### src/rvp_pkg.sv
package rvp_pkg;

	localparam int NUM_CLASSES = 55;
	localparam int CLS_W       = 6;
	localparam int WORD_W      = 32;
	localparam int CYC_W       = 16;
	localparam int REQ_W       = 2;
	localparam int OUT_EV_W    = 40;
	localparam int OUT_CS_W    = 48;
	localparam int TOTAL_BITS  = 48;
	localparam int QUEUE_DEPTH = 2;

	localparam int S_TDATA_W = 56;
	localparam int M_TDATA_W = 144;

	typedef logic [CLS_W-1:0] cls_t;
	typedef logic [REQ_W-1:0] req_t;

	localparam req_t REQ_DECODE = 2'd0;
	localparam req_t REQ_COUNT  = 2'd1;
	localparam req_t REQ_READ   = 2'd2;

	localparam cls_t CLS_INVALID = 6'd54;

	typedef struct packed {
		cls_t             cls;
		logic             count;
		logic [CYC_W-1:0] cyc;
	} item_t;

endpackage

### src/rvp_front.sv
module rvp_front (
	input  logic                      s_tvalid,
	output logic                      s_tready,
	input  logic [rvp_pkg::S_TDATA_W-1:0] s_tdata,
	input  rvp_pkg::req_t             s_tuser,
	input  logic                      q_full,
	output logic                      q_push,
	output rvp_pkg::item_t            q_item
);
	import rvp_pkg::*;

	localparam logic [6:0] OPC_LUI    = 7'h37;
	localparam logic [6:0] OPC_AUIPC  = 7'h17;
	localparam logic [6:0] OPC_JAL    = 7'h6f;
	localparam logic [6:0] OPC_JALR   = 7'h67;
	localparam logic [6:0] OPC_FENCE  = 7'h0f;
	localparam logic [6:0] OPC_BRANCH = 7'h63;
	localparam logic [6:0] OPC_LOAD   = 7'h03;
	localparam logic [6:0] OPC_STORE  = 7'h23;
	localparam logic [6:0] OPC_OPIMM  = 7'h13;
	localparam logic [6:0] OPC_OP     = 7'h33;
	localparam logic [6:0] OPC_SYSTEM = 7'h73;

	localparam logic [6:0] F7_ZERO = 7'b0000000;
	localparam logic [6:0] F7_ALT  = 7'b0100000;
	localparam logic [6:0] F7_MUL  = 7'b0000001;

	localparam logic [2:0] F3_ZERO  = 3'b000;
	localparam logic [2:0] F3_SHR   = 3'b101;
	localparam logic [2:0] F3_SW    = 3'b010;

	localparam cls_t C_LUI    = 6'd0;
	localparam cls_t C_AUIPC  = 6'd1;
	localparam cls_t C_JAL    = 6'd2;
	localparam cls_t C_JALR   = 6'd3;
	localparam cls_t C_SB     = 6'd15;
	localparam cls_t C_SRAI   = 6'd26;
	localparam cls_t C_SUB    = 6'd28;
	localparam cls_t C_SRA    = 6'd34;
	localparam cls_t C_FENCE  = 6'd37;
	localparam cls_t C_ECALL  = 6'd38;
	localparam cls_t C_EBREAK = 6'd39;
	localparam cls_t C_MUL    = 6'd46;

	localparam cls_t BRANCH_MAP [8] = '{6'd4, 6'd5, 6'd54, 6'd54, 6'd6, 6'd7, 6'd8, 6'd9};
	localparam cls_t LOAD_MAP   [8] = '{6'd10, 6'd11, 6'd12, 6'd54, 6'd13, 6'd14, 6'd54, 6'd54};
	localparam cls_t OPIMM_MAP  [8] = '{6'd18, 6'd24, 6'd19, 6'd20, 6'd21, 6'd25, 6'd22, 6'd23};
	localparam cls_t OP_MAP     [8] = '{6'd27, 6'd29, 6'd30, 6'd31, 6'd32, 6'd33, 6'd35, 6'd36};
	localparam cls_t SYS_MAP    [8] = '{6'd54, 6'd40, 6'd41, 6'd42, 6'd54, 6'd43, 6'd44, 6'd45};

	logic [WORD_W-1:0] word;
	cls_t              sel;
	logic [6:0]        opc;
	logic [2:0]        f3;
	logic [6:0]        f7;
	logic [11:0]       f12;
	cls_t              dec_cls;

	assign word = s_tdata[WORD_W-1:0];
	assign sel  = s_tdata[WORD_W +: CLS_W];
	assign opc  = word[6:0];
	assign f3   = word[14:12];
	assign f7   = word[31:25];
	assign f12  = word[31:20];

	always_comb begin
		unique case (opc)
			OPC_LUI:    dec_cls = C_LUI;
			OPC_AUIPC:  dec_cls = C_AUIPC;
			OPC_JAL:    dec_cls = C_JAL;
			OPC_JALR:   dec_cls = C_JALR;
			OPC_FENCE:  dec_cls = C_FENCE;
			OPC_BRANCH: dec_cls = BRANCH_MAP[f3];
			OPC_LOAD:   dec_cls = LOAD_MAP[f3];
			OPC_STORE:  dec_cls = (f3 <= F3_SW) ? C_SB + cls_t'(f3) : CLS_INVALID;
			OPC_OPIMM: begin
				if (f3 == F3_SHR && f7 != F7_ZERO) dec_cls = C_SRAI;
				else dec_cls = OPIMM_MAP[f3];
			end
			OPC_OP: begin
				if (f7 == F7_ZERO) dec_cls = OP_MAP[f3];
				else if (f7 == F7_ALT) begin
					if (f3 == F3_ZERO) dec_cls = C_SUB;
					else if (f3 == F3_SHR) dec_cls = C_SRA;
					else dec_cls = OP_MAP[f3];
				end else if (f7 == F7_MUL) dec_cls = C_MUL + cls_t'(f3);
				else dec_cls = CLS_INVALID;
			end
			OPC_SYSTEM: begin
				if (f3 == F3_ZERO) begin
					if (f12 == 12'd0) dec_cls = C_ECALL;
					else if (f12 == 12'd1) dec_cls = C_EBREAK;
					else dec_cls = CLS_INVALID;
				end else dec_cls = SYS_MAP[f3];
			end
			default:    dec_cls = CLS_INVALID;
		endcase
	end

	always_comb begin
		q_item.cyc   = s_tdata[WORD_W+CLS_W +: CYC_W];
		q_item.count = (s_tuser == REQ_DECODE) || (s_tuser == REQ_COUNT);
		if (s_tuser == REQ_DECODE) q_item.cls = dec_cls;
		else q_item.cls = (sel > CLS_INVALID) ? CLS_INVALID : sel;
	end

	assign s_tready = !q_full;
	assign q_push   = s_tvalid && !q_full;

endmodule

### config.mk
export PLATFORM = sky130hd
export DESIGN_NAME = rvp_front
export DESIGN_NICKNAME = d
export VERILOG_FILES = /design/src/rvp_pkg.sv /design/src/rvp_front.sv
export SDC_FILE = /design/constraint.sdc
export NUM_CORES = 1
export LEC_CHECK = 0
export ABC_AREA = 1
export BUFFER_PORTS_ARGS = -buffer_cell sky130_fd_sc_hd__buf_2
export CAP_MARGIN = 40
export CORE_ASPECT_RATIO = 1.25
export CORE_MARGIN = 4
export CORE_UTILIZATION = 46
export DETAILED_ROUTE_END_ITERATION = 7
export PLACE_DENSITY = 0.86
export SLEW_MARGIN = 20
export SYNTH_ARGS = -nofsm -noshare
export SYNTH_HDL_FRONTEND = slang
export SYNTH_SLANG_ARGS = --single-unit
### constraint.sdc
create_clock -name vclk -period 1.78
set_input_delay 0.089 -clock vclk [all_inputs]
set_output_delay 0.089 -clock vclk [all_outputs]
set_load 0.02 [all_outputs]
==> results.md <==
- Total GRT Usage: 0.1846
- Design area: 1546 um2
- Grt ovf: 0
- Die height: 68.32 um
- Post-Layout Cell Count: between 300 and 400
- Seq cells: 0
- Peak Freq: 603.6 MHz
- Sw Share: 0.6138
- PwrDens: 172.0 nW/um2
- Ys Warns: 0
- IO Port Bufs: 41
- Comb pwr share: 1.000
- Die Area: 3843 um2
- Critical Path Start Type: input pin
- Via Count: 1649
- Initial Util: 0.4899
- Critical-path cell list: buf_2, inv_1, ha_1, inv_1, ha_1, inv_1, nand2_1, nand2_1, nand3_1, nor2_1, nand3_1, nor2_1, nor2_1, buf_2
- Slowest stage cell, crit path: ha_1
- Global-route wire length before repair: 5906 um
- WS Path Type: input pin to primary output
- CP max FO: 4
- Slowest stage delay, CP: between 200 and 300 ps
- Boundary Pins: 85
- 1st-iter DRT viols: 66
- # setup viols final: 0
- Post-CTS Hold Buffers: 0
- Post-Syn Nets: 337
- Synth cell types: 23
- Fin crit share: 0.9307
- Max_cap viols: 0
- CP required: around 1700 ps
- Max IR drop VDD: 81.39 uV
- Row count: 21
- Initial antenna violation count: 0
- Core Area: 2733 um2
- GP Congestion: 0.9403
- Final wirelength: about 3600 um
- Nets: 373
- Top cells by area, synth: nand2_1 (18%), ha_1 (15%), nor2_1 (15%), nand3_1 (11%), buf_4 (10%)
- Yosys top cell area share: 0.1822
- Setup repair bufs after CTS: 0
- Slew Limit Headroom: 0.7133
- Area leader, netlist: nand2_1
- Avg Synthesized Cell Area: 5.129 um2
- Register area: 0 um2
- Most common cell after layout, fill and taps aside: nand2_1
- Syn Std Cell Area: 1339 um2
- Worst hold stages: 0
- Hpwl dp: 3075 um
- Post-Route Utilization: 0.5659
- Status: finished clean
- Setup_tns: 0 ps
- Number of global-route vias before repair: 1436
- Worst setup EP type: primary output
- Share of layout cells above drive strength 1: 0.2576
- Clock buffer cells: 0
- Area Growth Syn to Fin: 15.51%
- Slew Limit Fails: 0
- Final hold vios: 0
- Ant. Diodes: 0
- Internal: ~0.0001 W
- Sw power: roughly 0.00016 W
- Chip width: 56.25 um
- Dpl cell area: 1538 um2
- RSZ-0062 raised after global routing: no
- Crit path DAT: about 1600 ps
- Least-Margin Pin Slew: roughly 430 ps
- WHS: ~180 ps
- Worst Hold Class: input pin to primary output
- TritonRoute pass-1 iters: 4
- Wirelength per Cell: 10.80 um
- Placed Cells: 329
- DRC viols: 0
- Largest net degree at the start of global routing: 20
- Clk network pwr share: 0
- Sequential fraction of the synthesis area: 0
- ANT nets after route: 0
- Crit path time final: 1657 ps
- Vias per cell: 5.012
- Commonest non-fill, non-tap cells in the layout: nand2_1 (65), nor2_1 (52), buf_2 (41)
- Sequential share of power: 0
- Synth Instances: 261
- LEAKAGE: 0.8772 nW
critical path: cells and delay by family:
family / cells / cell delay [ps]
adders and majority gates: 2 / 460
buffers and inverters: 5 / 500
and+or+nand+nor: 7 / 520
logic make-up after synthesis:
group,Yosys count,synth area share
AO/OA/AOI/OAI,26,0.1047
adder cells (fa/ha/maj),16,0.1495
buffers and inverters,53,0.1991
AND/OR/NAND/NOR,166,0.5467
per-layer routing:
| layer | vias up | routed length [um] | global-route usage | part of all wire |
|---|---|---|---|---|
| li1 | 876 | - | - | - |
| met1 | 696 | 1423 | 0.2215 | 0.40 |
| met2 | 64 | 1807 | 0.3480 | 0.51 |
| met3 | 13 | 204 | 0.01132 | 0.057 |
| met4 | 0 | 119 | 0.06528 | 0.033 |
| met5 | - | 0 | 0 | 0 |
power by group through the flow:
stage | Clock [W] | Combinational [W] | Sequential (W)
finish | 0 | 0.000266 | 0
detailed placement | 0 | 0.000262 | 0
global placement | 0 | 0.000257 | 0
floorplan | 0 | 0.000206 | 0
global route | 0 | 0.000303 | 0
CTS | 0 | 0.000262 | 0
synthesized netlist by cell type:
| master | number |
|---|---|
| nand2_1 | 65 |
| nor2_1 | 53 |
| nand3_1 | 30 |
| inv_1 | 27 |
| buf_4 | 18 |
| ha_1 | 16 |
| o21ai_0 | 12 |
| a21oi_1 | 9 |
| inv_2 | 7 |
| nand2_2 | 3 |
| nor2_2 | 3 |
| nor2_4 | 3 |
| nand3_2 | 2 |
| nand4_1 | 2 |
| nor3_1 | 2 |
| o31ai_1 | 2 |
| a31oi_1 | 1 |
| and2_1 | 1 |
| clkbuf_1 | 1 |
| nand2_4 | 1 |
| nor3b_1 | 1 |
| o21ai_1 | 1 |
| o21ai_2 | 1 |
through the flow:
| stage | power, W | setup WS [ps] |
|---|---|---|
| after floorplan | 0.0002058 | 199.9 |
| after global placement | 0.0002568 | 140.3 |
| after detailed placement | 0.0002616 | 113.7 |
| after CTS | 0.0002623 | 104.6 |
| after global routing | 0.0003032 | 2.272 |
| final | 0.0002659 | 123.4 |
cell type report:
cell class                 count  area [um2]
fill                         330        1186
multi-input combinational    208        1081
timing repair buffer          53       295.3
inverter                      34       127.6
tap                           34       42.54
worst paths after layout:
kind | from | endpoint | slack (ps)
max | s_tdata[12] | q_item[19] | 120
min | s_tdata[51] | q_item[13] | 180
timing repair:
action                                  4_1_cts  5_1_grt
resized for setup                             0        6
hold endpoints to repair                      0        0
endpoints found under the setup margin        0        5
Power figures use the tool's default switching activity.
