==> src/rvp_pkg.sv <==
package rvp_pkg;

	localparam int NUM_CLASSES = 55;
	localparam int CLS_W       = 6;
	localparam int WORD_W      = 32;
	localparam int CYC_W       = 16;
	localparam int REQ_W       = 2;
	localparam int OUT_EV_W    = 40;
	localparam int OUT_CS_W    = 48;
	localparam int TOTAL_BITS  = 48;
	localparam int QUEUE_DEPTH = 2;

	localparam int S_TDATA_W = 56;
	localparam int M_TDATA_W = 144;

	typedef logic [CLS_W-1:0] cls_t;
	typedef logic [REQ_W-1:0] req_t;

	localparam req_t REQ_DECODE = 2'd0;
	localparam req_t REQ_COUNT  = 2'd1;
	localparam req_t REQ_READ   = 2'd2;

	localparam cls_t CLS_INVALID = 6'd54;

	typedef struct packed {
		cls_t             cls;
		logic             count;
		logic [CYC_W-1:0] cyc;
	} item_t;

endpackage

==> src/rvp_queue.sv <==
module rvp_queue (
	input  logic           clk,
	input  logic           arst_n,
	input  logic           push,
	input  rvp_pkg::item_t push_item,
	output logic           full,
	input  logic           pop,
	output rvp_pkg::item_t pop_item,
	output logic           empty
);
	import rvp_pkg::*;

	localparam int PTR_W = $clog2(QUEUE_DEPTH);
	localparam int CNT_W = $clog2(QUEUE_DEPTH+1);

	item_t                  slot_q [QUEUE_DEPTH];
	logic [PTR_W-1:0]       wr_ptr_q;
	logic [PTR_W-1:0]       rd_ptr_q;
	logic [CNT_W-1:0]       count_q;

	assign full     = count_q == CNT_W'(QUEUE_DEPTH);
	assign empty    = count_q == '0;
	assign pop_item = slot_q[rd_ptr_q];

	always_ff @(posedge clk or negedge arst_n) begin
		if (!arst_n) begin
			wr_ptr_q <= '0;
			rd_ptr_q <= '0;
			count_q  <= '0;
		end else begin
			if (push) begin
				wr_ptr_q <= (wr_ptr_q == PTR_W'(QUEUE_DEPTH - 1)) ? '0 : wr_ptr_q + PTR_W'(1);
			end
			if (pop) begin
				rd_ptr_q <= (rd_ptr_q == PTR_W'(QUEUE_DEPTH - 1)) ? '0 : rd_ptr_q + PTR_W'(1);
			end
			if (push && !pop) count_q <= count_q + CNT_W'(1);
			else if (pop && !push) count_q <= count_q - CNT_W'(1);
		end
	end

	always_ff @(posedge clk) begin
		if (push) begin
			slot_q[wr_ptr_q] <= push_item;
		end
	end

endmodule

==> config.mk <==
export PLATFORM = sky130hd
export DESIGN_NAME = rvp_queue
export DESIGN_NICKNAME = d
export VERILOG_FILES = /design/src/rvp_pkg.sv /design/src/rvp_queue.sv
export SDC_FILE = /design/constraint.sdc
export NUM_CORES = 1
export LEC_CHECK = 0
export BUFFER_PORTS_ARGS = -buffer_cell sky130_fd_sc_hd__clkbuf_2
export CORE_UTILIZATION = 30
export DETAILED_ROUTE_END_ITERATION = 7
export REMOVE_ABC_BUFFERS = 1
export SLEW_MARGIN = 10
export SYNTH_ARGS = -nofsm -noshare
export SYNTH_HDL_FRONTEND = slang
export SYNTH_SLANG_ARGS = --single-unit
==> constraint.sdc <==
create_clock -name clk -period 2.33 [get_ports clk]
set_input_delay 0.233 -clock clk [delete_from_list [all_inputs] [get_ports clk]]
set_output_delay 0.233 -clock clk [all_outputs]
set_load 0.01 [all_outputs]
==> metrics.yaml, run 1 <==
job:
  cap_viol_max_count: 0
critical_path:
  required_ps: 2100
  start_kind: "flop"
  regToRegSetupSlack_ps: 1150
  slowest_stage: "mux2_2"
  rr_worst_depth: 2
  r2r-end: "slot_q[1][7]$_DFFE_PP_"
  r2r-start: "wr_ptr_q$_DFFE_PN0P_"
  crit_fanout: 24
  crit_chain: "buf_4 -> mux2_2 -> clkbuf_2"
  slowest_delay_ps: 390
  arrival_ps: 1510
  crit_path_end_kind: "output pin"
  worst-setup-path-type: "flop to output pin"
  startpoint: "rd_ptr_q$_DFFE_PN0P_"
die:
  core_region_area_um2: 6314
  die_h_um: 82.61
  io_pins: 52
  die_area_um2: 6824
  rows: 29
  die_w_um: 82.61
  start_util: 0.3088
clocking:
  cts_buffers: 5
  cts_setup_buffers: 0
  clk_pin_slew_ps: 80
  clock_latency_ps: 290
  clock_sinks: 50
  cts_hold_buf: 1
  ctsResizeCount: 0
  cts_root_buf: "clkbuf_8"
  htree_levels: 2
  tritoncts: "built"
  clockBufferDepth: 2
timing:
  tightestPinTransition_ps: 411.6
  clock_skew_ps: 3.132
  relSlewSlack: 0.7256
  final-setup-viol-count: 0
  setup_ws_ps: 589.3
  final.period_utilization: 0.7471
  period_minus_slack_ps: 1741
  hold_viol_final: 0
  maxSlewViolCount: 0
  fmax_mhz: 574.5
  setup_tns_ps: 0
  rsz0062_at_grt: "false"
finish:
  syn_to_final_growth_pct: 21.37
  fillers: 626
  final_util: 0.3748
  antenna_cells: 0
  nets: 175
  drive_gt1_frac: 0.5676
  final_cells: 225
placement:
  place_hpwl_mm: 2.081
  dp.cells: 216
  place_congestion: 0.6598
  io_buffers: 51
  dp_slack_ps: 881.1
min_path:
  min-delay-start: "push_item[1]"
  worstHoldPathCells: 1
  holdPathEnd: "slot_q[0][1]$_DFFE_PP_"
  hp-class: "primary input to flop"
synthesis:
  syn_area_um2: 1949
  yosysUniqueCellTypes: 13
  ys_warn_count: 0
  ys_seq_area_frac: 0.7599
  syn_area_per_cell_um2: 22.15
  synthCells: 88
  synth_seq_cells: 50
routing:
  postRouteAntennaNets: 0
  drc: 0
  vias_per_cell: 4.249
  drt_iter0_drc: 16
  routedWlPerCell_um: 13.39
  dr.pass1.iters: 4
  drt_wl_total_mm: 3.013
  vias: 956
global_route:
  grt_pass1_vias: 1079
  grt_pass1_wl_mm: 4.705
  grt_overflow: 0
  gr-usage-all-layers: 0.09745
  antenna_found_initial: 0
  grt_max_degree: 25
power:
  ir_drop_v: 0.0005035
  finalPower_uw: 2621
  p_leak_uw: 0.0009699
  power_density_nw_per_um2: 1108
outcome:
  status: "finished clean"
[cell families after synthesis]
| logic type | after synthesis | share of synthesized area |
|---|---|---|
| xor+xnor | 5 | 0.02246 |
| flops | 50 | 0.7599 |
| fa+ha+maj | 1 | 0.006417 |
| mux | 23 | 0.1694 |
| buf+inv | 4 | 0.02824 |
| simple gates | 5 | 0.01348 |
[cells in the final DEF (no fill, tap or decap), drive strengths merged]
cell type    Yosys  layout
nor2b            2       2
buf              3       3
xnor2            1       1
nor2             2       2
ha               1       1
and2             1       1
clkinv           0       2
mux2            23      23
dfrtp            4       4
clkbuf           0      57
xor2             4       4
inv              1       1
dlygate4sd3      0       1
edfxtp          46      46
[layer usage]
layer  track usage  up-vias  routed length, um
li1              -      449                  -
met1       0.09238      465               1144
met2        0.1876       39               1611
met3       0.04066        3                228
met4       0.03103        0                 29
met5             0        -                  0
[report_power, final]
group	internal (uW)	switching, uW
clock network	206	249
registers	1200	66.7
logic	460	440
total	1860	756
[synth_stat cells (all sizes together)]
master | n | area, um2
edfxtp | 46 | 1381
mux2 | 23 | 330.3
dfrtp | 4 | 100.1
xor2 | 4 | 35.03
buf | 3 | 51.30
nor2 | 2 | 7.510
nor2b | 2 | 12.51
and2 | 1 | 6.260
ha | 1 | 12.51
inv | 1 | 3.750
xnor2 | 1 | 8.760
[stage by stage]
step	area (um2)	hold WS, ps
after global placement	2275	39.19
after CTS	2366	111.1
after detailed placement	2275	44.53
after global routing	2366	105.7
after floorplan	1898	-62.59
final	2366	127.5
[sequential cells by signal, summed over array words and instances, names as in the netlist]
register / cells
wr_ptr_q: 1
count_q: 2
slot_q: 46
rd_ptr_q: 1
[worst max path at each step]
stage	slack, ps	to
detailed placement	880	pop_item[3]
CTS	540	pop_item[3]
global route	470	pop_item[2]
finish	590	pop_item[3]
floorplan	480	slot_q[0][0]$_DFFE_PP_
global placement	900	pop_item[2]
[cell type report]
class                      count  area [um2]  area share
multi-input combinational     34       415.4      0.1756
tap                           77       96.34     0.04072
clock inverter                 2       8.758    0.003702
timing repair buffer          55       287.8      0.1216
inverter                       1       3.754    0.001586
sequential                    50        1481      0.6261
clock buffer                   6       72.57     0.03067
[critical path, delay by kind of cell, from the launching register on]
kind                   cells  cell delay (ps)
buffers and inverters      2              500
muxes                      1              390
DFF                        1              330
Note: power is estimated with default switching activity, not from simulation.
==> run 2, diff against run 1 <==
- ABC_AREA: unset -> 1
- clock period: 2.33 -> 1.6 ns (I/O delays scaled with it)
==> metrics.yaml, run 2 <==
timing:
  rsz0062_at_grt: "true"
  relSlewSlack: 0.8473  # +0.1217
  clock_skew_ps: 11.46  # +8.328 ps
  period_minus_slack_ps: 1544
  final.period_utilization: 0.9648
  tightestPinTransition_ps: 229.1  # -182.5 ps
  final-setup-viol-count: 0  # unchanged
  maxSlewViolCount: 0  # unchanged
  hold_viol_final: 0  # unchanged
  fmax_mhz: 647.8
  setup_tns_ps: 0  # unchanged
  whs_ps: 46.14  # -81.37 ps
placement:
  place_congestion: 0.5995  # -9.1%
  io_buffers: 51  # unchanged
  place_hpwl_mm: 2.305  # +11%
routing:
  drc: 0  # unchanged
  drt_iter0_drc: 16  # unchanged
  vias: 1024  # +7.1%
  vias_per_cell: 4.303  # +1.3%
  routedWlPerCell_um: 13.89  # +3.7%
  postRouteAntennaNets: 0  # unchanged
  dr.pass1.iters: 3  # -1
  drt_wl_total_mm: 3.305  # +9.7%
critical_path:
  required_ps: 1440  # -660 ps
  crit_chain: "clkbuf_16 -> mux2_4 -> clkbuf_2"
  crit_fanout: 8  # -67%
  arrival_ps: 1380  # -130 ps
  worst-setup-path-type: "flop to output pin"
  slowest_stage: "dfrtp_2"
  crit_path_end_kind: "output pin"
  start_kind: "flop"
  path_buf_inv: 2  # unchanged
  slowest_delay_ps: 460  # +70 ps
  cpLargestDelayFamily: "flip-flops"
clocking:
  cts_setup_buffers: 0  # unchanged
  clock_latency_ps: 300  # about the same
  cts_buffers: 5  # unchanged
  htree_levels: 2  # unchanged
  clock_sinks: 50  # unchanged
  clockBufferDepth: 2  # unchanged
  clk_pin_slew_ps: 90  # about the same
  cts_root_buf: "clkbuf_8"
  tritoncts: "built"
finish:
  final_util: 0.3888  # +0.01402
  antenna_cells: 0  # unchanged
  largest_reg_flops: 46  # unchanged
  largest-register: "slot_q"
  drive_gt1_frac: 0.5652  # -0.002350
  nets: 188  # +7.4%
  layout_commonest_cell: "clkbuf_2"
  syn_to_final_growth_pct: 25.35
  reg_top3: "slot_q x46, count_q x2"
  final_cell_mix: "clkbuf_2, edfxtp_1, mux2_4"
  fillers: 603  # -3.7%
synthesis:
  synth_largest_area_cell: "edfxtp_1"
  synth_area_leaders: "edfxtp_1, mux2_4, dfrtp_1"
  syn_area_per_cell_um2: 20.30  # -8.3%
  synth.most_common_cell: "edfxtp_1"
  ys_seq_area_frac: 0.7522  # -0.007725
  syn_area_um2: 1969  # +1.0%
  ys_warn_count: 0  # unchanged
  synth_common_cells: "edfxtp_1, mux2_4, inv_1"
  async_flop_share: 0.08000  # unchanged
  yosysUniqueCellTypes: 14  # +1
  synth_flop_cell: "edfxtp_1"
  synth_seq_cells: 50  # unchanged
  synthCells: 97  # +10%
  synth_top_area_frac: 0.7014  # -0.007203
  synth_edf_count: 46  # unchanged
job:
  cap_viol_max_count: 0  # unchanged
power:
  ir_drop_v: 0.0008517  # +69%
  finalPower_uw: 4102  # +57%
  p_leak_uw: 0.001040  # +7.2%
  power_density_nw_per_um2: 1662  # +50%
outcome:
  status: "finished clean"
global_route:
  globalRouteMet3Util: 0.03380  # -0.006862
  busiest_layer: "met2"
  grt_overflow: 0  # unchanged
  grtUsageMet2: 0.1647  # -0.02292
  gr-usage-all-layers: 0.09684  # -0.0006150
  grt_max_degree: 17  # -32%
  grt_pass1_vias: 1089  # +0.93%
  antenna_found_initial: 0  # unchanged
  use_met1: 0.1158  # +0.02338
  grt_pass1_wl_mm: 5.161  # +9.7%
die:
  die_area_um2: 6892  # +1.0%
  die_h_um: 83.02  # +0.50%
  start_util: 0.3101  # +0.001388
  die_w_um: 83.02  # +0.50%
  core_region_area_um2: 6350  # +0.57%
  io_pins: 52  # unchanged
  rows: 29  # unchanged
min_path:
  hp-class: "primary input to flop"
## run 2: cell types whose count changed after synthesis, sizes merged
cell and change:
and2 -1, nor2 +1, nor2b -2, inv +6, xor2 -2, nand4 +1
nand3 +1, nand2 +5
## run 2: worst paths after layout
check,start,end,slack (ps),cells after the start
setup / recovery,rd_ptr_q$_DFFE_PN0P_,pop_item[18],60,3
hold / removal,push_item[9],slot_q[0][9]$_DFFE_PP_,50,1
setup reg to reg,wr_ptr_q$_DFFE_PN0P_,slot_q[0][7]$_DFFE_PP_,470,2
hold reg to reg,wr_ptr_q$_DFFE_PN0P_,wr_ptr_q$_DFFE_PN0P_,520,1
max in group asynchronous,arst_n,rd_ptr_q$_DFFE_PN0P_,1280,2
min in group asynchronous,arst_n,count_q[1]$_DFFE_PN0P_,180,2
## run 2: cell type report
| type | instances | area [um2] | area share |
|---|---|---|---|
| Clock buffer | 6 | 82.58 | 0.03345 |
| Clock inverter | 2 | 16.27 | 0.006589 |
| Inverter | 7 | 26.28 | 0.01064 |
| Multi-Input combinational cell | 37 | 412.9 | 0.1673 |
| Sequential cell | 50 | 1483 | 0.6006 |
| Tap cell | 77 | 96.34 | 0.03903 |
| Timing Repair Buffer | 59 | 351.6 | 0.1424 |
## run 2: worst register-to-register path, stage by stage (launching register included)
cell and delay, ps:
dfrtp_1 420, nor2_2 130, buf_4 260
## run 2: per-layer routing
| metal | vias up | wire [um] | share of wire |
|---|---|---|---|
| met2 | 39 | 1632 | 0.49 |
| met3 | 5 | 199 | 0.060 |
| met1 | 497 | 1442 | 0.44 |
| met4 | 0 | 30 | 0.0091 |
| met5 | - | 0 | 0 |
| li1 | 483 | - | - |
## run 2: report_power, final
group | leakage [uW] | internal [uW] | switching (uW)
sequential | 0.000478 | 1750 | 121
combinational | 0.000514 | 793 | 685
clock | 0.0000478 | 356 | 402
## run 2: logic make-up after synthesis
logic type                 Yosys count  share of synthesized area
xor gates and xnor gates             3                    0.01334
adders and majority gates            1                   0.006352
buffers and inverters               10                    0.03939
DFF                                 50                     0.7522
muxes                               23                     0.1677
and+or+nand+nor                     10                    0.02097
## run 2: stage by stage
stage	worst slack, ps	instances	area (um2)
after floorplan	-196.1	94	1918
after global placement	402.0	228	2330
after detailed placement	390.1	228	2330
after CTS	43.85	237	2439
after global routing	1.718	238	2469
final	56.30	238	2469
## run 2: timing repair
| item | 4_1_cts | 5_1_grt |
|---|---|---|
| hold buffers | 1 | 0 |
| endpoints found under the hold margin | 4 | 0 |
| gates resized for setup | 0 | 2 |
| endpoints found under the setup margin | 0 | 2 |
==> run 3, diff against run 2 <==
- ABC_AREA: 1 -> unset
==> metrics.yaml, run 3 (synthesis gave the netlist of run 1 again) <==
die:
  die_w_um: 82.61  # -0.49%
  io_pins: 52  # unchanged
  core_region_area_um2: 6314  # -0.57%
  die_h_um: 82.61  # -0.49%
  rows: 29  # unchanged
  start_util: 0.3088  # -0.001388
  die_area_um2: 6824  # -0.99%
global_route:
  grt_overflow: 0  # unchanged
  gr-usage-all-layers: 0.08892  # -0.007922
  grt_max_degree: 25  # +8
  grt_pass1_wl_mm: 4.278  # -17%
  grt_pass1_vias: 947  # -13%
  antenna_found_initial: 0  # unchanged
finish:
  multi_input_area_um2: 415.4  # +0.61%
  nets: 176  # -6.4%
  fillers: 605  # +0.33%
  design_area_um2: 2429  # -1.6%
  seq_area_um2: 1483  # unchanged
  layout_commonest_cell: "clkbuf_2"
  largest_reg_flops: 46  # unchanged
  final_cell_mix: "clkbuf_2, edfxtp_1, mux2_4"
  final_util: 0.3847  # -0.004107
  largest-register: "slot_q"
  antenna_cells: 0  # unchanged
  syn_to_final_growth_pct: 24.58
  drive_gt1_frac: 0.5705  # +0.005252
  reg_top3: "slot_q x46, count_q x2"
timing:
  fmax_mhz: 656.9  # +1.4%
  setup_ws_ps: 77.59  # +21.29 ps
  final.period_utilization: 0.9515  # -0.01331
  maxSlewViolCount: 0  # unchanged
  rsz0062_at_grt: "false"
  tightestPinTransition_ps: 178.9  # -50.18 ps
  clock_skew_ps: 9.859  # -1.601 ps
  whs_ps: 48.42  # +2.274 ps
  relSlewSlack: 0.8807  # +0.03345
  final-setup-viol-count: 0  # unchanged
  period_minus_slack_ps: 1522  # -21.29 ps
  hold_viol_final: 0  # unchanged
critical_path:
  required_ps: 1440  # about the same
  r2r-start: "wr_ptr_q$_DFFE_PN0P_"
  crit_path_end_kind: "output pin"
  r2r-end: "slot_q[0][19]$_DFFE_PP_"
  arrival_ps: 1360  # -20 ps
  start_kind: "flop"
  worst-setup-path-type: "flop to output pin"
  crit_fanout: 12  # +4
  rr_worst_depth: 2  # unchanged
  regToRegSetupSlack_ps: 520  # +50 ps
placement:
  placed_cell_area_um2: 2312  # -0.75%
  place_congestion: 0.6589  # +9.9%
  dp_slack_ps: 376.2  # -13.89 ps
  place_hpwl_mm: 1.961  # -15%
  io_buffers: 51  # unchanged
clocking:
  cts_setup_buffers: 0  # unchanged
  clk_pin_slew_ps: 90  # about the same
  clockBufferDepth: 2  # unchanged
  cts_root_buf: "clkbuf_8"
  clock_latency_ps: 290  # about the same
  htree_levels: 2  # unchanged
  cts_buffers: 5  # unchanged
  tritoncts: "built"
  clock_sinks: 50  # unchanged
min_path:
  worstHoldPathCells: 1  # unchanged
  holdPathEnd: "slot_q[1][11]$_DFFE_PP_"
  min-delay-start: "push_item[11]"
  hp-class: "primary input to flop"
power:
  power_density_nw_per_um2: 1642  # -1.2%
  ir_drop_v: 0.0007861  # -7.7%
  p_leak_uw: 0.0009899  # -4.8%
  finalPower_uw: 3987  # -2.8%
routing:
  drt_wl_total_mm: 3.012  # -8.9%
  vias_per_cell: 4.199  # -2.4%
  drc: 0  # unchanged
  routedWlPerCell_um: 13.33  # -4.0%
  vias: 949  # -7.3%
  dr.pass1.iters: 4  # +1
  postRouteAntennaNets: 0  # unchanged
  drt_iter0_drc: 18  # +2
job:
  cap_viol_max_count: 0  # unchanged
outcome:
  status: "finished clean"
[run 3: worst max-delay path: stages, from the launching register on]
cell	delay [ps]
dfrtp_2	440
clkbuf_16	200
mux2_4	300
clkbuf_2	130
[run 3: where the power goes]
group          total, uW  switching (uW)  internal (uW)
Combinational       1460             663            793
Sequential          1860             111           1750
Clock                673             362            311
[run 3: stage by stage]
step / cells / setup TNS, ps
floorplan: 85 / -5835
global placement: 216 / 0
detailed placement: 216 / 0
CTS: 225 / 0
global route: 226 / 0
finish: 226 / 0
[run 3: worst max-delay path by stage]
stage / startpoint / endpoint / slack [ps]
finish: rd_ptr_q$_DFFE_PN0P_ / pop_item[0] / 80
global route: rd_ptr_q$_DFFE_PN0P_ / pop_item[19] / 20
CTS: rd_ptr_q$_DFFE_PN0P_ / pop_item[2] / 50
detailed placement: rd_ptr_q$_DFFE_PN0P_ / pop_item[2] / 380
global placement: rd_ptr_q$_DFFE_PN0P_ / pop_item[2] / 390
floorplan: wr_ptr_q$_DFFE_PN0P_ / slot_q[0][0]$_DFFE_PP_ / -250
[run 3: timing repair]
action                                  CTS  global route
hold buffers                              1             0
endpoints found under the setup margin    0             4
gates resized for setup                   0             1
hold endpoints to repair                  4             0
[run 3: final cells by class]
cell class                 count  share of cell area
sequential                    50              0.6105
multi-input combinational     34              0.1710
timing repair buffer          56              0.1443
tap                           77             0.03967
clock buffer                   8             0.03297
inverter                       1            0.001546
[run 3: routing by layer]
layer | vias to the layer above | track usage | part of all wire
met5 | - | 0 | 0
met4 | 0 | 0.02586 | 0.0076
met3 | 2 | 0.04396 | 0.077
met2 | 42 | 0.1603 | 0.51
met1 | 452 | 0.09014 | 0.41
li1 | 453 | - | -
